### src/rtl/core/fastest_tracking_differentiator_top_defines.svh
// ----------------------------------------------------------------------------
// Assertion macros for the tracking differentiator
// Concurrent checks that vanish when SYNTHESIS is defined.
// ----------------------------------------------------------------------------
`ifndef FASTEST_TRACKING_DIFFERENTIATOR_TOP_DEFINES_SVH
`define FASTEST_TRACKING_DIFFERENTIATOR_TOP_DEFINES_SVH
`ifndef SYNTHESIS
// checked outside reset
`define FTD_ASSERT(lbl, prop) \
  lbl: assert property (@(posedge clk_i) disable iff (!rst_ni) prop) \
    else $error("ftd assertion failed");
// checked at every edge, reset included
`define FTD_ASSERT_ALWAYS(lbl, prop) \
  lbl: assert property (@(posedge clk_i) prop) else $error("ftd assertion failed");
`else
`define FTD_ASSERT(lbl, prop)
`define FTD_ASSERT_ALWAYS(lbl, prop)
`endif
`endif

### src/rtl/core/ftd_pkg.sv
// ----------------------------------------------------------------------------
// ftd_pkg
// Shared widths, codes and unit request types.
// ----------------------------------------------------------------------------
`timescale 1ns / 1ps
`default_nettype none
package ftd_pkg;
  localparam int unsigned DataW  = 32;
  localparam int unsigned FracW  = 16;
  localparam int unsigned MulW   = 48;   // shared multiplier operand width
  localparam int unsigned MulPW  = 96;
  localparam int unsigned DivNW  = 76;   // numerator width (magnitude << FracW)
  localparam int unsigned DivDW  = 40;
  localparam int unsigned DivQW  = 64;
  localparam int unsigned SqrtRW = 82;   // radicand width
  localparam int unsigned SqrtOW = 41;

  typedef enum logic [1:0] {
    CFG_SPEED  = 2'd0,
    CFG_STEP   = 2'd1,
    CFG_FILTER = 2'd2,
    CFG_NONE   = 2'd3
  } cfg_idx_e;

  typedef enum logic [3:0] {
    ST_IDLE, ST_H0, ST_D, ST_D0, ST_Y, ST_SEL, ST_LDIV, ST_RY, ST_DD,
    ST_SQRT, ST_FSEL, ST_FDIV, ST_FMUL, ST_X1, ST_X2, ST_DONE
  } state_e;

  typedef struct packed {
    logic            start;
    logic [MulW-1:0] a;
    logic [MulW-1:0] b;
  } mul_req_t;

  typedef struct packed {
    logic             start;
    logic [DivNW-1:0] num;
    logic [DivDW-1:0] den;
  } div_req_t;

  typedef struct packed {
    logic              start;
    logic [SqrtRW-1:0] rad;
  } sqrt_req_t;
endpackage
`default_nettype wire

### src/rtl/core/ftd_div.sv
// ----------------------------------------------------------------------------
// ftd_div
// Restoring divider, one quotient bit per cycle.
// ----------------------------------------------------------------------------
`timescale 1ns / 1ps
`default_nettype none
module ftd_div (
  input  logic                        clk_i,
  input  logic                        rst_ni,
  input  ftd_pkg::div_req_t           req_i,
  output logic                        done_o,
  output logic [ftd_pkg::DivQW-1:0]   quo_o
);
  logic [ftd_pkg::DivNW-1:0] num_q;
  logic [ftd_pkg::DivDW-1:0] den_q, rem_q;
  logic [ftd_pkg::DivQW-1:0] quo_q;
  logic [6:0]                cnt_q;
  logic                      busy_q, done_q;
  logic [ftd_pkg::DivDW:0]   rem_sh, diff;
  logic                      ge;

  assign rem_sh = {rem_q, num_q[ftd_pkg::DivNW-1]};
  assign ge     = rem_sh >= {1'b0, den_q};
  assign diff   = rem_sh - {1'b0, den_q};

  always_ff @(posedge clk_i or negedge rst_ni) begin
    if (!rst_ni) begin
      busy_q <= 1'b0;
      done_q <= 1'b0;
      cnt_q  <= '0;
    end else begin
      done_q <= 1'b0;
      if (req_i.start) begin
        busy_q <= 1'b1;
        cnt_q  <= 7'(ftd_pkg::DivNW - 1);
      end else if (busy_q) begin
        cnt_q <= cnt_q - 7'd1;
        if (cnt_q == 7'd0) begin
          busy_q <= 1'b0;
          done_q <= 1'b1;
        end
      end
    end
  end

  always_ff @(posedge clk_i) begin
    if (req_i.start) begin
      num_q <= req_i.num;
      den_q <= req_i.den;
      rem_q <= '0;
      quo_q <= '0;
    end else if (busy_q) begin
      num_q <= {num_q[ftd_pkg::DivNW-2:0], 1'b0};
      rem_q <= ge ? diff[ftd_pkg::DivDW-1:0] : rem_sh[ftd_pkg::DivDW-1:0];
      quo_q <= {quo_q[ftd_pkg::DivQW-2:0], ge};
    end
  end

  assign done_o = done_q;
  assign quo_o  = quo_q;
endmodule
`default_nettype wire

### config.mk
export PLATFORM = sky130hd
export DESIGN_NAME = ftd_div
export DESIGN_NICKNAME = d
export VERILOG_FILES = /design/src/rtl/core/fastest_tracking_differentiator_top_defines.svh /design/src/rtl/core/ftd_pkg.sv /design/src/rtl/core/ftd_div.sv
export SDC_FILE = /design/constraint.sdc
export NUM_CORES = 1
export LEC_CHECK = 0
export ABC_AREA = 1
export BUFFER_PORTS_ARGS = -buffer_cell sky130_fd_sc_hd__buf_4
export CELL_PAD_IN_SITES_DETAIL_PLACEMENT = 1
export CELL_PAD_IN_SITES_GLOBAL_PLACEMENT = 2
export CORE_ASPECT_RATIO = 0.5
export CORE_MARGIN = 2
export CORE_UTILIZATION = 33
export CTS_CLUSTER_SIZE = 25
export DETAILED_ROUTE_END_ITERATION = 16
export GPL_TIMING_DRIVEN = 0
export HOLD_SLACK_MARGIN = 0.02
export PLACE_DENSITY_LB_ADDON = 0.08
export SLEW_MARGIN = 20
export SYNTH_ARGS = -nofsm -noshare
export SYNTH_HDL_FRONTEND = slang
export SYNTH_SLANG_ARGS = --single-unit
### constraint.sdc
create_clock -name clk_i -period 9.01 [get_ports clk_i]
set_input_delay 0.901 -clock clk_i [delete_from_list [all_inputs] [get_ports clk_i]]
set_output_delay 0.901 -clock clk_i [all_outputs]
set_load 0.005 [all_outputs]
### Word-level counts from Yosys, hierarchy flattened

Index checks and enable logic that the tools add are counted.

| word-level totals | value |
|---|---|
| logic and storage cells | 23 |
| register bits | 229 |
| input port bits | 119 |

| cells by class | value |
|---|---|
| mux-type cells | 11 |
| reduce and logical (&&, ||, !) cells | 2 |
| add/subtract/negate cells | 2 |
| $lt $le $gt $ge | 1 |

Operator list:

| cell | number |
|---|---|
| $mux 76 | 2 |
| $ge 41x40->1 | 1 |
| $mux 40 | 1 |
| $sub 40x40->40 | 1 |
| $mux 7 | 2 |
| $logic_not 7->1 | 1 |
| $sub 7x1->7 const B | 1 |
| $mux 1 | 6 |
| $reduce_bool 2->1 | 1 |

### Longest topological paths before layout

| logic depth | value |
|---|---|
| depth after elaboration | 4 |
| depth in mapped cells | 17 |
| depth with buffers taken out | 17 |

### Worst setup path after synthesis

OpenSTA, ideal clock, no wires.

| timing path | value |
|---|---|
| path type | input -> register |
| from | input req_i[116] (netlist bit) |
| to | register num_q[0] (netlist bit) (enable) |
| buffers on the path | 2 |
| library setup time | 0.470 ns |
| path slack | 4.930 ns |
| arrival | 3.610 ns |
| stages | 4 |
| required time | 8.540 ns |
| path through | clkbuf_1 nor2_1 clkinv_1 clkbuf_1 |

| on the way | value |
|---|---|
| word-level cells in the longest chain between the ends | 1 |

RTL lines:

| item | line | source |
|---|---|---|
| start, declared | ftd_div.sv:10 | `input ftd_pkg::div_req_t req_i,` |
| $reduce_bool 2->1 (no source line) | n/a |  |
| end signal, assigned | ftd_div.sv:48 | `num_q <= req_i.num;` |
| end signal, assigned | ftd_div.sv:53 | `num_q <= {num_q[ftd_pkg::DivNW-2:0], 1'b0};` |
| end, declared | ftd_div.sv:14 | `logic [ftd_pkg::DivNW-1:0] num_q;` |

No other way between the ends.
A chain may end at the register's enable or synchronous reset.

### Final worst setup path

| timing path | value |
|---|---|
| from | input req_i[116] (netlist bit) |
| to | register num_q[55] (netlist bit) (enable) |

The elaborated chain is that of the path after synthesis.

==> run metrics <==
max-cap check violation count 0; Power, Total 3.40 mW; largest cells by area after synthesis edfxtp_1 29%, nand2_1 19%, dfxtp_1 17%; Yosys warning count 0; Worst Path Arrival 3.22 ns; status finished, final reports clean; Sink Count 229; Min-Delay Path Class input pin to asynchronous set/reset pin; fin. max-slew vios 0; Resized Gates After CTS 0; TNS Setup 0 ns; largest family of logic cells by synthesized area simple AND/OR/NAND/NOR gates; post-route design area 0.0150 mm2; total CTS buffers 24; vias in the first global route 11,500; Crit Path Class input pin to flip-flop; slowest stage delay, CP 0.49 ns; DR vias/cell 4.73; final wirelength 39,700 um; clk_skew 0.0167 ns; pin count of the biggest net entering global routing 45; utilization after layout 41.6%; area post-placement 0.0141 mm2; # nets final 2,004; post-detail-place hpwl 31,500 um; Final Hold Fails 0; cell chain of the critical path buf_4 > clkbuf_1 > nor2_1 > clkinv_1 > clkbuf_4 > buf_12; Die Width 275 um; grt ovf 0; initial DRC count 599; antenna viol nets, final 0; die footprint 0.0384 mm2; slowest cell on the critical path nor2_1; RePlAce Congestion 0.879; Worst Path Max Fanout 44; Worst-Skew Late Latency 0.56 ns; Initial DRT Pass Iterations 5; synth unique cells 39; post-synthesis mux area share 0%; drt wl/cell 16.9 um; post-synthesis sequential area ratio 47.7%; CP bufs+invs 5; CTS tree done; cell family with most CP delay buffers and inverters; unrepaired setup endpoints after global routing false; post-synthesis simple-gate area fraction 30.1%; Buffers on Ports 183; share of the synthesized area in the top cell type 28.7%; Startpoint Class input pin; Residual DRC 0; syn_area_per_cell 7.43 um2; Post-Synth XOR/XNOR Area 1.08%; Critical Path RT 9.29 ns; Post-synth EDFFs 116; Setup-failing EPs final 0; clock tree buffer depth 3; Pleak 7.51 nW; Min Clock Period, post-route 2.93 ns; register bit total from synthesis 229; Synth Area in Adders 4.50%; Cells after Synth 1,632; initial antenna violation count 1; DR vias 11,100; Layout fillers 4,536; Post-synth ARST share 3.93%; hold buffer count at cts 0; io pins 184; Final period util 32.6%; core region area 0.0360 mm2; worst slew pin tran 0.838 ns; Area Growth Syn to Fin 23.8%; post-synthesis compound-gate area fraction 6.34%; Top FF cell, synth edfxtp_1; share of layout cells above drive strength 1 14.0%; FMAX 0.341 GHz; CP Capture Type flip-flop; Synth area leader edfxtp_1; Initial Util 33.6%; std cell rows 49; most frequent cells in the layout 611 x nand2_1, 262 x inv_1, 184 x buf_4; syn nets 1,794; Power Density 226 mW/mm2; GRT Overall Usage 20.8%; global-route wire length before repair 62,700 um; worst vdd ir 0.000142 V; post-CTS setup buffers 0; H-tree levels 1; Post-Syn Area 0.0121 mm2; CTS clk-pin slew, worst paths 0.06 ns; Die Y 140 um; slew margin rel. 44.1%; commonest non-fill, non-tap cell in the layout nand2_1; Root Buffer clkbuf_16
final cells by class:
cell class / instances / area [um2] / area share, %
Inverter: 273 / 1020 / 6.82
Tap cell: 484 / 606 / 4.03
Sequential cell: 229 / 5790 / 38.6
Timing Repair Buffer: 184 / 1390 / 9.28
Multi-Input combinational cell: 1077 / 5090 / 33.9
Clock buffer: 39 / 797 / 5.31
Clock inverter: 5 / 83.8 / 0.558
Antenna cell: 1 / 2.50 / 0.0167
Buffer: 53 / 224 / 1.49
synthesized netlist by cell type, drive strengths merged, types with 6 or more instances:
cell type / n
clkbuf: 37
o21ai: 23
xor2: 9
nand2: 619
nand3: 79
dfxtp: 104
nor2: 136
edfxtp: 116
nand4: 41
dfrtp: 9
inv: 268
buf: 16
o22ai: 61
xnor2: 6
ha: 42
a21oi: 36
sequential cells by signal (all words and copies together) (netlist names):
name / count
cnt_q: 7
done_o: 1
den_q: 40
busy_q: 1
quo_o: 64
rem_q: 40
num_q: 76
cells by family (layout without fill, tap and decap cells):
kind of cell / Yosys count / after routing
buf+inv: 326 / 554
other cells: 0 / 1
xor+xnor: 15 / 15
compound gates: 132 / 132
flops: 229 / 229
fa+ha+maj: 43 / 43
simple gates: 887 / 887
stage by stage:
step	std cells	worst slack (ns)	hold slack, ns
floorplan	1632	4.93	0.448
detailed placement	2300	5.44	0.468
global placement	2299	2.99	0.445
CTS	2344	6.04	0.129
finish	2345	6.08	0.152
global route	2345	5.84	0.132
metal layers:
metal	part of all wire (%)	global-route usage, %	up-vias
li1	-	-	5576
met1	48	28.6	5294
met2	45	33.6	189
met3	5.0	4.37	42
met4	2.0	4.61	0
met5	0	0	-
power by group:
| group | internal [mW] | total (mW) | switching, mW |
|---|---|---|---|
| clock network | 0.642 | 1.09 | 0.450 |
| logic | 0.350 | 1.04 | 0.690 |
| registers | 1.20 | 1.27 | 0.0622 |
| total | 2.20 | 3.40 | 1.20 |
worst paths after layout:
path / start / endpoint / slack (ns) / cells after the start
max reg2reg: den_q[1] / rem_q[33] / 6.36 / 15
min in group clk_i: quo_o[63] / quo_o[63] / 0.48 / 2
min: rst_ni / cnt_q[1] / 0.15 / 1
min reg2reg: quo_o[63] / quo_o[63] / 0.48 / 2
max in group asynchronous: rst_ni / cnt_q[2] / 8.71 / 1
max: req_i[116] / num_q[55] / 6.08 / 6
Power figures use the tool's default switching activity.
