`src/rtl/core/fastest_tracking_differentiator_top_defines.svh`:
```
// ----------------------------------------------------------------------------
// Assertion macros for the tracking differentiator
// Concurrent checks that vanish when SYNTHESIS is defined.
// ----------------------------------------------------------------------------
`ifndef FASTEST_TRACKING_DIFFERENTIATOR_TOP_DEFINES_SVH
`define FASTEST_TRACKING_DIFFERENTIATOR_TOP_DEFINES_SVH
`ifndef SYNTHESIS
// checked outside reset
`define FTD_ASSERT(lbl, prop) \
  lbl: assert property (@(posedge clk_i) disable iff (!rst_ni) prop) \
    else $error("ftd assertion failed");
// checked at every edge, reset included
`define FTD_ASSERT_ALWAYS(lbl, prop) \
  lbl: assert property (@(posedge clk_i) prop) else $error("ftd assertion failed");
`else
`define FTD_ASSERT(lbl, prop)
`define FTD_ASSERT_ALWAYS(lbl, prop)
`endif
`endif

```
`src/rtl/core/ftd_pkg.sv`:
```
// ----------------------------------------------------------------------------
// ftd_pkg
// Shared widths, codes and unit request types.
// ----------------------------------------------------------------------------
`timescale 1ns / 1ps
`default_nettype none
package ftd_pkg;
  localparam int unsigned DataW  = 32;
  localparam int unsigned FracW  = 16;
  localparam int unsigned MulW   = 48;   // shared multiplier operand width
  localparam int unsigned MulPW  = 96;
  localparam int unsigned DivNW  = 76;   // numerator width (magnitude << FracW)
  localparam int unsigned DivDW  = 40;
  localparam int unsigned DivQW  = 64;
  localparam int unsigned SqrtRW = 82;   // radicand width
  localparam int unsigned SqrtOW = 41;

  typedef enum logic [1:0] {
    CFG_SPEED  = 2'd0,
    CFG_STEP   = 2'd1,
    CFG_FILTER = 2'd2,
    CFG_NONE   = 2'd3
  } cfg_idx_e;

  typedef enum logic [3:0] {
    ST_IDLE, ST_H0, ST_D, ST_D0, ST_Y, ST_SEL, ST_LDIV, ST_RY, ST_DD,
    ST_SQRT, ST_FSEL, ST_FDIV, ST_FMUL, ST_X1, ST_X2, ST_DONE
  } state_e;

  typedef struct packed {
    logic            start;
    logic [MulW-1:0] a;
    logic [MulW-1:0] b;
  } mul_req_t;

  typedef struct packed {
    logic             start;
    logic [DivNW-1:0] num;
    logic [DivDW-1:0] den;
  } div_req_t;

  typedef struct packed {
    logic              start;
    logic [SqrtRW-1:0] rad;
  } sqrt_req_t;
endpackage
`default_nettype wire

```
`src/rtl/core/ftd_mul.sv`:
```
// ----------------------------------------------------------------------------
// ftd_mul
// Unsigned 48x48 multiplier, one 16-bit digit of b per cycle.
// ----------------------------------------------------------------------------
`timescale 1ns / 1ps
`default_nettype none
module ftd_mul (
  input  logic                           clk_i,
  input  logic                           rst_ni,
  input  ftd_pkg::mul_req_t              req_i,
  output logic                           done_o,
  output logic [ftd_pkg::MulPW-1:0]      prod_o
);
  logic [ftd_pkg::MulW-1:0]  a_q, b_q;
  logic [ftd_pkg::MulPW-1:0] acc_q;
  logic [1:0]                cnt_q;
  logic                      busy_q, done_q;
  logic [63:0]               pp;

  assign pp = 64'(a_q) * 64'(b_q[47:32]);

  always_ff @(posedge clk_i or negedge rst_ni) begin
    if (!rst_ni) begin
      busy_q <= 1'b0;
      done_q <= 1'b0;
      cnt_q  <= 2'd0;
    end else begin
      done_q <= 1'b0;
      if (req_i.start) begin
        busy_q <= 1'b1;
        cnt_q  <= 2'd2;
      end else if (busy_q) begin
        cnt_q <= cnt_q - 2'd1;
        if (cnt_q == 2'd0) begin
          busy_q <= 1'b0;
          done_q <= 1'b1;
        end
      end
    end
  end

  always_ff @(posedge clk_i) begin
    if (req_i.start) begin
      a_q   <= req_i.a;
      b_q   <= req_i.b;
      acc_q <= '0;
    end else if (busy_q) begin
      acc_q <= {acc_q[79:0], 16'h0} + {32'h0, pp};
      b_q   <= {b_q[31:0], 16'h0};
    end
  end

  assign done_o = done_q;
  assign prod_o = acc_q;
endmodule
`default_nettype wire

```
`config.mk`:
```
export PLATFORM = sky130hd
export DESIGN_NAME = ftd_mul
export DESIGN_NICKNAME = d
export VERILOG_FILES = /design/src/rtl/core/fastest_tracking_differentiator_top_defines.svh /design/src/rtl/core/ftd_pkg.sv /design/src/rtl/core/ftd_mul.sv
export SDC_FILE = /design/constraint.sdc
export NUM_CORES = 2
export LEC_CHECK = 0
export BUFFER_PORTS_ARGS = -buffer_cell sky130_fd_sc_hd__buf_2
export CORE_MARGIN = 5
export CORE_UTILIZATION = 35
export DETAILED_ROUTE_END_ITERATION = 10
export PLACE_DENSITY = 0.63
export REMOVE_ABC_BUFFERS = 1
export SYNTH_ARGS = -nofsm -noshare
export SYNTH_HDL_FRONTEND = slang
export SYNTH_SLANG_ARGS = --single-unit
```
`constraint.sdc`:
```
create_clock -name clk_i -period 6.1 [get_ports clk_i]
set_input_delay 0.305 -clock clk_i [delete_from_list [all_inputs] [get_ports clk_i]]
set_output_delay 0.305 -clock clk_i [all_outputs]
set_load 0.02 [all_outputs]
```
Word level (Yosys, flattened, before mapping):

Index checks and enable logic that the tools add are counted.

* bits in registers: 196
* input port bits: 99
* output and inout port bits: 97
* logic and storage cells: 21

* $add $sub $neg: 2
* $mul: 1
* mux-type cells: 10
* reduce and logical (&&, ||, !) cells: 2

Operators by type and width (count)
* $add A96 B64 Y96: 1
* $mux W48: 2
* $mul A48 B16 Y64: 1
* $mux W1: 6
* $mux W2: 2
* $logic_not A2 Y1: 1
* $reduce_bool A2 Y1: 1
* $sub A2 B1 Y2 const B: 1

Longest topological paths before layout:

* depth in word-level cells: 4
* depth in mapped cells: 26
* depth with buffers taken out: 23

Worst setup path after synthesis:

OpenSTA, ideal clock, no wires.

* path kind: reg-to-reg
* start point: register b_q[33] (netlist name)
* end point: register acc_q (netlist bit prod_o[84])
* setup time: 91 ps
* arrival: 6690 ps
* data required time: 6009 ps
* path slack: -681 ps
* stages on the path, launching flop included: 26
* path buffers: 4
* period minus slack after synthesis: 6781 ps
* cell sequence: edfxtp_1 clkbuf_1 clkbuf_1 nand2_1 fa_1 inv_1 fa_1 inv_1 fa_1 inv_1 fa_1 fa_1 inv_1 fa_1 inv_1 ha_1 buf_4 and2_4 nand3_2 or4_1 o21a_1 a311oi_4 o211ai_2 buf_6 or3_1 a311oi_1

* longest elaborated chain between the ends: 2

RTL lines
* start: declaration: RTL line ftd_mul.sv:14 `logic [ftd_pkg::MulW-1:0] a_q, b_q;`
* start signal: assignment: RTL line ftd_mul.sv:45 `b_q <= req_i.b;`
* start signal: assignment: RTL line ftd_mul.sv:49 `b_q <= {b_q[31:0], 16'h0};`
* $mul A48 B16 Y64: RTL line ftd_mul.sv:20 `assign pp = 64'(a_q) * 64'(b_q[47:32]);`
* $add A96 B64 Y96: RTL line ftd_mul.sv:48 `acc_q <= {acc_q[79:0], 16'h0} + {32'h0, pp};`
* end signal: assignment: RTL line ftd_mul.sv:48
* end: declaration: RTL line ftd_mul.sv:15 `logic [ftd_pkg::MulPW-1:0] acc_q;`

Every way passes these cells.
A chain may end at the register's enable or synchronous reset.

Final worst setup path:

* start point: register b_q[47] (netlist name)
* end point: register acc_q (netlist bit prod_o[31])

Same word-level chain as after synthesis.

==> impl_metrics.json <==
{
  "synth_cell_types": 75,
  "whs_path_depth": 2,
  "viasPerCell": 4.88,
  "grt_max_degree": 110,
  "crit_slowest_cell": "fa_1",
  "start_kind": "register",
  "globalplace.congestion": 0.944,
  "numCtsBuffers": 17,
  "maxCapViolCount": 0,
  "crit_top_cell": "fa_1",
  "post-route-drc-count": 0,
  "first_pass_iters": 5,
  "critical_path_required_ps": 6480,
  "syn_avg_cell_area_um2": 9.01,
  "drt_wl_total_mm": 106,
  "rr_startpoint": "b_q[47]",
  "skew_ps": 25.2,
  "clkLatencyLatePin_ps": 540,
  "start_util_pct": 35.3,
  "synth_top_area_cell": "fa_1",
  "path_clk_slew_ps": 100,
  "cts.sinks": 196,
  "worstRegToRegCells": 25,
  "ys_ff_latch": 196,
  "vias": 27328,
  "layout.nets": 5261,
  "yosysMostFrequentCell": "inv_1",
  "ys.flop_type": "edfxtp_1",
  "grt_pass1_vias": 28869,
  "fp.dieH_um": 320,
  "rows": 113,
  "worst_slack_ps": -801,
  "synth_seq_area_share_pct": 14.6,
  "synth_area_leaders": "fa_1 (41%), inv_1 (10%), edfxtp_1 (8.6%)",
  "finalSetupTns_ps": -38980,
  "async_flop_share_pct": 2.04,
  "setup_viol": 76,
  "avgRoutedWirePerCell_um": 18.9,
  "grt_overflow": 0,
  "critPathArrivalTime_ps": 7280,
  "fmax_mhz": 145,
  "timing.hold.ws_ps": 40.3,
  "min_path_type": "input pin to register",
  "antenna_found_initial": 5,
  "cts_tree": "yes",
  "layout-area-overhead-vs-synth_pct": 29.2,
  "post-synth-top-area-fraction_pct": 41.1,
  "crit_fanout": 6,
  "r2r_setup_slack_ps": -800,
  "grt_pass1_wl_mm": 161,
  "coreArea_um2": 95200,
  "drv_slew": 0,
  "syn_inst": 3725,
  "max_stage_delay_ps": 600,
  "final_antenna_net_count": 0,
  "end_kind": "register",
  "dp_hpwl_mm": 81.7,
  "grt_usage_pct": 19.8,
  "drive_gt1_share_pct": 25.1,
  "synth_area_um2": 33600,
  "max-slew-margin-rel_pct": 24.0,
  "critPathKind": "register to register",
  "synth_warnings": 0,
  "die_w_um": 320,
  "synth-edff-count": 96,
  "status": "complete, but fails checks",
  "finalCritPeriodShare_pct": 113,
  "dr.first_iter.drc_count": 1816,
  "grt_setup_unrepaired": "yes",
  "period_needed_ps": 6900,
  "r2r-end": "prod_o[31]",
  "tightest_slew_ps": 1140,
  "worst_hold_path.endpoint": "b_q[10]",
  "synth_common_cells": "inv_1 (920), fa_1 (690), nand2_1 (601)",
  "place_ws_ps": -1100,
  "cts_root_buf": "clkbuf_16",
  "dieArea_um2": 102000,
  "min_from": "req_i[10]",
  "clockBufferDepth": 2,
  "io_buffers": 195,
  "cts_max_level": 4,
  "violations": "setup timing",
  "ios": 196,
  "finalHoldViolCount": 0
}
## critical path, delay by kind of cell (launching register included)
kind                     cells  cell delay [ps]
AO/OA/AOI/OAI                8             1490
XOR/XNOR                     1              230
adder cells (fa/ha/maj)      7             3380
buffers and inverters        8             1030
flip-flops                   1              460
AND/OR/NAND/NOR              1              130
## registers in the layout, summed over array words and instances, names as in the netlist
signal / cells
prod_o: 96
b_q: 48
done_o: 1
cnt_q: 2
busy_q: 1
a_q: 48
## timing repair
item	in CTS	in global routing
hold buffers	49	0
endpoints found under the setup margin	72	79
gates resized for setup	221	221
setup buffers	25	68
gates cloned	4	11
pin swaps	140	211
endpoints found under the hold margin	52	0
## layer usage
layer | vias up | routed length (um) | share of wire [%] | track usage (%)
li1 | 12292 | - | - | -
met1 | 13940 | 43500 | 41 | 26.0
met2 | 911 | 51300 | 49 | 34.0
met4 | 0 | 3370 | 3.2 | 5.28
met5 | - | 0 | 0 | 0
met3 | 185 | 7320 | 6.9 | 3.67
## area by class of cell
type | instances | area, um^2
fill | 8867 | 51800
multi-input combinational | 2415 | 26200
timing repair buffer | 769 | 6660
sequential | 196 | 4910
inverter | 920 | 3450
tap | 1265 | 1580
clock buffer | 17 | 425
clock inverter | 15 | 205
antenna | 1 | 2.50
## layout by cell type, fill, tap and decap left out, types with 67 or more instances in the layout
master    instances
inv_1           879
fa_1            657
nand2_1         590
buf_4           391
and2_1          257
buf_2           194
ha_1            118
edfxtp_1         96
dfxtp_1          96
nor2_1           82
buf_12           67
## kinds of logic (layout without fill, tap and decap cells)
group / Yosys count / in the layout / share of synthesized area (%)
adder cells (fa/ha/maj): 843 / 843 / 46.8
AO/OA/AOI/OAI: 338 / 339 / 6.93
XOR/XNOR: 64 / 64 / 1.67
AND/OR/NAND/NOR: 1105 / 1105 / 15.4
multiplexers: 64 / 64 / 2.03
buffers and inverters: 1115 / 1721 / 12.5
other: 0 / 1 / 0
flip-flops: 196 / 196 / 14.6
## how the worst max path moves through the flow
stage,startpoint,to,slack [ps]
floorplan,b_q[33],prod_o[89],-1210
global placement,b_q[36],prod_o[83],-1020
detailed placement,b_q[36],prod_o[83],-1100
CTS,b_q[36],prod_o[83],-690
global route,b_q[47],prod_o[79],-970
finish,b_q[47],prod_o[31],-800
## through the flow
| step | utilization (%) | cell area, um^2 | instances |
|---|---|---|---|
| 4_1_cts | 43.9 | 41800 | 5529 |
| 3_5_place_dp | 41.4 | 39400 | 5419 |
| 3_3_place_gp | 41.4 | 39400 | 5419 |
| 6_report | 45.6 | 43400 | 5598 |
| 2_1_floorplan | - | 32800 | 3530 |
| 5_1_grt | 45.6 | 43400 | 5598 |
Power is not shown: default switching activity piles up to over one toggle a cycle in this logic, so the estimate is an artifact.
