[src/rtl/core/fastest_tracking_differentiator_top_defines.svh]
// ----------------------------------------------------------------------------
// Assertion macros for the tracking differentiator
// Concurrent checks that vanish when SYNTHESIS is defined.
// ----------------------------------------------------------------------------
`ifndef FASTEST_TRACKING_DIFFERENTIATOR_TOP_DEFINES_SVH
`define FASTEST_TRACKING_DIFFERENTIATOR_TOP_DEFINES_SVH
`ifndef SYNTHESIS
// checked outside reset
`define FTD_ASSERT(lbl, prop) \
  lbl: assert property (@(posedge clk_i) disable iff (!rst_ni) prop) \
    else $error("ftd assertion failed");
// checked at every edge, reset included
`define FTD_ASSERT_ALWAYS(lbl, prop) \
  lbl: assert property (@(posedge clk_i) prop) else $error("ftd assertion failed");
`else
`define FTD_ASSERT(lbl, prop)
`define FTD_ASSERT_ALWAYS(lbl, prop)
`endif
`endif

[src/rtl/core/ftd_pkg.sv]
// ----------------------------------------------------------------------------
// ftd_pkg
// Shared widths, codes and unit request types.
// ----------------------------------------------------------------------------
`timescale 1ns / 1ps
`default_nettype none
package ftd_pkg;
  localparam int unsigned DataW  = 32;
  localparam int unsigned FracW  = 16;
  localparam int unsigned MulW   = 48;   // shared multiplier operand width
  localparam int unsigned MulPW  = 96;
  localparam int unsigned DivNW  = 76;   // numerator width (magnitude << FracW)
  localparam int unsigned DivDW  = 40;
  localparam int unsigned DivQW  = 64;
  localparam int unsigned SqrtRW = 82;   // radicand width
  localparam int unsigned SqrtOW = 41;

  typedef enum logic [1:0] {
    CFG_SPEED  = 2'd0,
    CFG_STEP   = 2'd1,
    CFG_FILTER = 2'd2,
    CFG_NONE   = 2'd3
  } cfg_idx_e;

  typedef enum logic [3:0] {
    ST_IDLE, ST_H0, ST_D, ST_D0, ST_Y, ST_SEL, ST_LDIV, ST_RY, ST_DD,
    ST_SQRT, ST_FSEL, ST_FDIV, ST_FMUL, ST_X1, ST_X2, ST_DONE
  } state_e;

  typedef struct packed {
    logic            start;
    logic [MulW-1:0] a;
    logic [MulW-1:0] b;
  } mul_req_t;

  typedef struct packed {
    logic             start;
    logic [DivNW-1:0] num;
    logic [DivDW-1:0] den;
  } div_req_t;

  typedef struct packed {
    logic              start;
    logic [SqrtRW-1:0] rad;
  } sqrt_req_t;
endpackage
`default_nettype wire

[src/rtl/core/ftd_sqrt.sv]
// ----------------------------------------------------------------------------
// ftd_sqrt
// Floor square root, one root bit (two radicand bits) per cycle.
// ----------------------------------------------------------------------------
`timescale 1ns / 1ps
`default_nettype none
module ftd_sqrt (
  input  logic                         clk_i,
  input  logic                         rst_ni,
  input  ftd_pkg::sqrt_req_t           req_i,
  output logic                         done_o,
  output logic [ftd_pkg::SqrtOW-1:0]   root_o
);
  logic [ftd_pkg::SqrtRW-1:0] rad_q;
  logic [ftd_pkg::SqrtOW-1:0] root_q;
  logic [ftd_pkg::SqrtOW+1:0] rem_q;
  logic [5:0]                 cnt_q;
  logic                       busy_q, done_q;
  logic [ftd_pkg::SqrtOW+3:0] rem_sh, trial, diff;
  logic                       ge;

  assign rem_sh = {rem_q, rad_q[ftd_pkg::SqrtRW-1 -: 2]};
  assign trial  = {2'b00, root_q, 2'b01};
  assign ge     = rem_sh >= trial;
  assign diff   = rem_sh - trial;

  always_ff @(posedge clk_i or negedge rst_ni) begin
    if (!rst_ni) begin
      busy_q <= 1'b0;
      done_q <= 1'b0;
      cnt_q  <= '0;
    end else begin
      done_q <= 1'b0;
      if (req_i.start) begin
        busy_q <= 1'b1;
        cnt_q  <= 6'(ftd_pkg::SqrtOW - 1);
      end else if (busy_q) begin
        cnt_q <= cnt_q - 6'd1;
        if (cnt_q == 6'd0) begin
          busy_q <= 1'b0;
          done_q <= 1'b1;
        end
      end
    end
  end

  always_ff @(posedge clk_i) begin
    if (req_i.start) begin
      rad_q  <= req_i.rad;
      rem_q  <= '0;
      root_q <= '0;
    end else if (busy_q) begin
      rad_q  <= {rad_q[ftd_pkg::SqrtRW-3:0], 2'b00};
      rem_q  <= ge ? diff[ftd_pkg::SqrtOW+1:0] : rem_sh[ftd_pkg::SqrtOW+1:0];
      root_q <= {root_q[ftd_pkg::SqrtOW-2:0], ge};
    end
  end

  assign done_o = done_q;
  assign root_o = root_q;
endmodule
`default_nettype wire

[config.mk]
export PLATFORM = sky130hd
export DESIGN_NAME = ftd_sqrt
export DESIGN_NICKNAME = d
export VERILOG_FILES = /design/src/rtl/core/fastest_tracking_differentiator_top_defines.svh /design/src/rtl/core/ftd_pkg.sv /design/src/rtl/core/ftd_sqrt.sv
export SDC_FILE = /design/constraint.sdc
export NUM_CORES = 1
export LEC_CHECK = 0
export BUFFER_PORTS_ARGS = -buffer_cell sky130_fd_sc_hd__buf_4
export CAP_MARGIN = 5
export CORE_ASPECT_RATIO = 0.5
export CORE_UTILIZATION = 63
export CTS_CLUSTER_DIAMETER = 200
export DETAILED_ROUTE_END_ITERATION = 6
export HOLD_SLACK_MARGIN = 0.08
export PLACE_DENSITY = 0.9
export SETUP_SLACK_MARGIN = 0.5
export SYNTH_ARGS = -nofsm -noshare
export SYNTH_HDL_FRONTEND = slang
export SYNTH_SLANG_ARGS = --single-unit
export TNS_END_PERCENT = 30
[constraint.sdc]
create_clock -name clk_i -period 5.2 [get_ports clk_i]
set_clock_uncertainty 0.15 [all_clocks]
set_input_delay 0.52 -clock clk_i [delete_from_list [all_inputs] [get_ports clk_i]]
set_output_delay 0.52 -clock clk_i [all_outputs]
set_load 0.02 [all_outputs]
# Word-level counts from Yosys, hierarchy flattened
# Cells that the tools add are included.
[totals] in_bits=85 out_inout_bits=42 ff_bits=174 wordCells=22
[op_classes] reduce_logical=2 add_sub_neg=2 muxes=11 order_cmp=1
[ops] operator="$mux 82" count=2
[ops] operator="$ge 45x43->1" count=1
[ops] operator="$mux 43" count=1
[ops] operator="$sub 43x43->43" count=1
[ops] operator="$mux 6" count=2
[ops] operator="$logic_not 6->1" count=1
[ops] operator="$mux 1" count=6
[ops] operator="$sub 6x1->6 const B" count=1
[ops] operator="$reduce_bool 2->1" count=1

# Longest topological paths before layout
[depth] word_depth=4 depth_mapped=14 ltp_nobuf=11

# Worst setup path before layout
# No wires, ideal clock.
[synth_timing] path_type="input port to flip-flop" from="input req_i[82] in the netlist's numbering" to="register rad_q[0] in the netlist's numbering, enable pin" slack_ns=1.905 arrival_time_ns=2.709 required_ns=4.615 path_stages=4 cell_sequence="clkbuf_1 -> nor2_1 -> clkbuf_1 -> inv_1"
[synth_via] elab_chain_len=1
[synth_lines] element="from (decl)" line="ftd_sqrt.sv:10" rtl="input ftd_pkg::sqrt_req_t req_i,"
[synth_lines] element="$reduce_bool 2->1 (no source line)"
[synth_lines] element="to (signal assigned)" line="ftd_sqrt.sv:49" rtl="rad_q <= req_i.rad;"
[synth_lines] element="to (signal assigned)" line="ftd_sqrt.sv:53" rtl="rad_q <= {rad_q[ftd_pkg::SqrtRW-3:0], 2'b00};"
[synth_lines] element="to (decl)" line="ftd_sqrt.sv:14" rtl="logic [ftd_pkg::SqrtRW-1:0] rad_q;"
# Every way passes these cells.
# A chain may end at the register's enable or synchronous reset.

# Worst setup path after layout
[layout_timing] from="register root_q (netlist bit root_o[1])" to="register rem_q[38] in the netlist's numbering"
[layout_via] elab_chain_len=2
[layout_lines] element="from (decl)" line="ftd_sqrt.sv:15" rtl="logic [ftd_pkg::SqrtOW-1:0] root_q;"
[layout_lines] element="from (signal assigned)" line="ftd_sqrt.sv:55" rtl="root_q <= {root_q[ftd_pkg::SqrtOW-2:0], ge};"
[layout_lines] element="$sub 43x43->43 / $ge 45x43->1 (equally long branches)" line="ftd_sqrt.sv:25, ftd_sqrt.sv:24"
[layout_lines] element="$mux 43 (*)" line="ftd_sqrt.sv:54" rtl="rem_q <= ge ? diff[ftd_pkg::SqrtOW+1:0] : rem_sh[ftd_pkg::SqrtOW+1:0];"
[layout_lines] element="to (signal assigned)" line="ftd_sqrt.sv:54"
[layout_lines] element="to (decl)" line="ftd_sqrt.sv:16" rtl="logic [ftd_pkg::SqrtOW+1:0] rem_q;"
# Mark *: on every way between the ends. The rest lies on a longest branch, timed or not.

==> metrics.md <==
| Metric | Value |
|---|---|
| Routed length per instance | `16.9 um` |
| Layout Cells excl Fill | `1290` |
| DP Wirelength | `15.1 mm` |
| Critical path's slowest cell | `a41o_2` |
| Placed cell count | `1257` |
| Slew Viols, Final | `0` |
| Internal power | `3.73 mW` |
| Hold Crit Class | `primary input to flop` |
| DR pass1 iterations | `7` |
| CP startpoint kind | `flop` |
| Post-synth EDFFs | `82` |
| Commonest cells in the netlist | `nor2_1 (112), dfxtp_1 (84), mux2_2 (83)` |
| Failing checks | `design-rule violations` |
| Area growth syn-to-layout | `16.1%` |
| GPL Wtd Cong | `0.935` |
| Clk network pwr share | `0.201` |
| Gr usage total | `0.278` |
| Die Height | `90.2 um` |
| Top post-synthesis cells by area | `edfxtp_1 (25%), dfxtp_1 (17%), mux2_2 (9.5%)` |
| Sw Pwr | `2.56 mW` |
| Initial Util | `0.661` |
| Syn Std Cell Area | `9800 um2` |
| Synth warn | `0` |
| Die ar. | `16100 um2` |
| Latest clock arrival within the worst-skew pair | `0.43 ns` |
| Placed Area | `10800 um2` |
| Vias per std cell | `5.93` |
| Logic pwr share | `0.510` |
| Antenna Violating Nets Remaining | `0` |
| Post-synthesis cell type count | `64` |
| CP Data Required Time | `5.34 ns` |
| Final Hold Viols | `0` |
| Synth async-reset ratio | `0.0460` |
| Worst-margin pin slew | `1.12 ns` |
| Seq cells post-synth | `174` |
| Worst Path Max Fanout | `38` |
| Slowest stage delay, CP | `0.53 ns` |
| H-Tree Level Count | `4` |
| Finished Cell Area | `11400 um2` |
| Place WS | `1.44 ns` |
| Crit path arrival time | `3.96 ns` |
| Post-Synthesis Cells | `982` |
| Worst setup path class | `flop to flop` |
| Largest net degree at the start of global routing | `96` |
| Core region area | `14800 um2` |
| CTS tree | `built` |
| Post-synthesis sequential area ratio | `0.443` |
| Area share of the largest cell type after synthesis | `0.251` |
| Post-layout min period | `3.82 ns` |
| Cell with the most instances after synthesis | `nor2_1` |
| Root Buffer | `clkbuf_16` |
| Relative slew slack | `0.253` |
| Overflow left after global routing | `0` |
| Max frequency | `0.262 GHz` |
| Port bufs | `126` |
| WHS | `0.237 ns` |
| Post-CTS Setup Bufs | `0` |
| DRC | `1` |
| Post-synth top area cell | `edfxtp_1` |
| Status | `complete, but fails checks` |
| Switch share | `0.406` |
| Seq pwr share | `0.288` |
| Setup ws final | `1.38 ns` |
| CP cell instances | `inv_1, ha_1, o21ai_1, a221oi_2, a21oi_1, a211o_1, a21oi_2, a41o_2, buf_4, o21ai_0, a31oi_1, nor3_1` |
| Post-Syn Nets | `1112` |
| Final TNS setup | `0 ns` |
| Die extent in x | `178 um` |
| Unrepaired setup endpoints after global routing | `no` |
| Reg2reg setup slack | `1.38 ns` |
| Max Root-Sink Buffers | `2` |
| Crit end category | `flop` |
| N_diodes | `0` |
| Nets | `1209` |
| WL final | `21.8 mm` |
| Vias in the first global route | `7539` |
| Clock Sinks | `174` |
| Layout cells sized above 1 | `0.241` |
| CP Buf/Inv Count | `2` |
| P_leak | `5.06 nW` |
| Worst vdd ir | `0.362 mV` |
| Initial DRC Count | `705` |
| Global-route wire length before repair | `35.9 mm` |
| Maxcap violations | `0` |
| PwrDens | `552 nW/um2` |
| Post-synth top flop | `dfxtp_1` |
| Ports | `127` |
| Syn Area/Cell | `9.98 um2` |
| Initial antenna violation count | `0` |
| Crit-path leading delay family | `compound AO/OA/AOI/OAI gates` |
| Final setup fails | `0` |
| Total vias in the final route | `7649` |
| Crit share post-route | `0.735` |
| Total clock buffers created by CTS | `17` |
| Clock-pin slew on the worst setup and hold paths | `0.08 ns` |
| Std cell rows | `31` |
[kinds of logic (layout without fill, tap and decap cells)]
| kind of cell | Yosys count | in the layout | synth area share |
|---|---|---|---|
| buffers and inverters | 110 | 220 | 0.0463 |
| flip-flops | 174 | 174 | 0.443 |
| AND/OR/NAND/NOR | 254 | 254 | 0.116 |
| multiplexers | 147 | 147 | 0.161 |
| adder cells (fa/ha/maj) | 45 | 45 | 0.0574 |
| XOR/XNOR | 42 | 42 | 0.0375 |
| AO/OA/AOI/OAI | 210 | 210 | 0.139 |
[layer usage]
metal / routed length, um / GRT usage / up-vias
met4: 291 / 0.0763 / 0
li1: - / - / 3712
met5: 0 / 0 / -
met3: 1580 / 0.0723 / 22
met1: 9790 / 0.369 / 3657
met2: 10200 / 0.448 / 258
[cells in the final DEF, fill, tap and decap left out, types with 4 or more instances in the layout]
cell type	count
nor2b_1	4
xor2_1	18
a22oi_1	5
ha_1	45
nand2b_1	10
inv_6	5
o21a_1	4
nand2_1	63
dfrtp_1	7
nand3_1	10
nor3_1	14
o21bai_1	8
xnor2_1	24
inv_1	55
o211ai_1	4
o21ai_1	10
a21oi_1	61
mux2_2	83
mux2i_1	63
nand4_1	14
o21ai_0	38
edfxtp_1	82
a211oi_2	4
and2_1	7
a21o_1	19
clkbuf_16	18
a211oi_1	21
buf_4	130
and3_1	6
a31oi_1	6
a221oi_1	4
nor2_1	112
dfxtp_1	84
[timing repair]
item | CTS | global route
gates resized for setup | 0 | 0
hold buffers | 1 | 0
endpoints found under the hold margin | 8 | 0
[sequential cells by signal, summed over array words and instances (netlist names)]
register	cells
done_o	1
busy_q	1
cnt_q	6
root_o	41
rad_q	82
rem_q	43
[worst reg2reg max path: stages, from the launching register on]
cell	delay, ns
dfxtp_1	0.37
inv_1	0.06
ha_1	0.38
o21ai_1	0.12
a221oi_2	0.40
a21oi_1	0.21
a211o_1	0.37
a21oi_2	0.17
a41o_2	0.53
buf_4	0.51
o21ai_0	0.16
a31oi_1	0.18
nor3_1	0.07
[final timing paths]
kind,startpoint,cells after the start,endpoint
worst max-delay path,root_o[1],12,rem_q[38]
max in group asynchronous,rst_ni,2,busy_q
worst min-delay path,req_i[13],2,rad_q[13]
worst min register to register,rem_q[0],2,rem_q[0]
min in group asynchronous,rst_ni,2,busy_q
worst max register to register,root_o[1],12,rem_q[38]
[power by group through the flow]
stage	logic [mW]	registers, mW	clock network (mW)
after floorplan	2.56	1.80	0
after global placement	3.03	1.83	0
after detailed placement	3.12	1.84	0
after CTS	3.15	1.81	1.28
after global routing	3.52	1.84	1.34
final	3.21	1.81	1.26
[metrics by stage]
stage / utilization / total power, mW
after global routing: 0.768 / 6.69
after detailed placement: 0.729 / 4.96
after CTS: 0.768 / 6.24
after floorplan: - / 4.36
after global placement: 0.729 / 4.86
final: 0.768 / 6.29
[layout make-up]
cell class | count | area, um2
clock inverter | 13 | 123
fill | 1001 | 3430
sequential | 174 | 4350
timing repair buffer | 132 | 997
clock buffer | 19 | 454
inverter | 56 | 211
tap | 198 | 248
multi-input combinational | 698 | 5000
(Power assumes the default switching activity.)
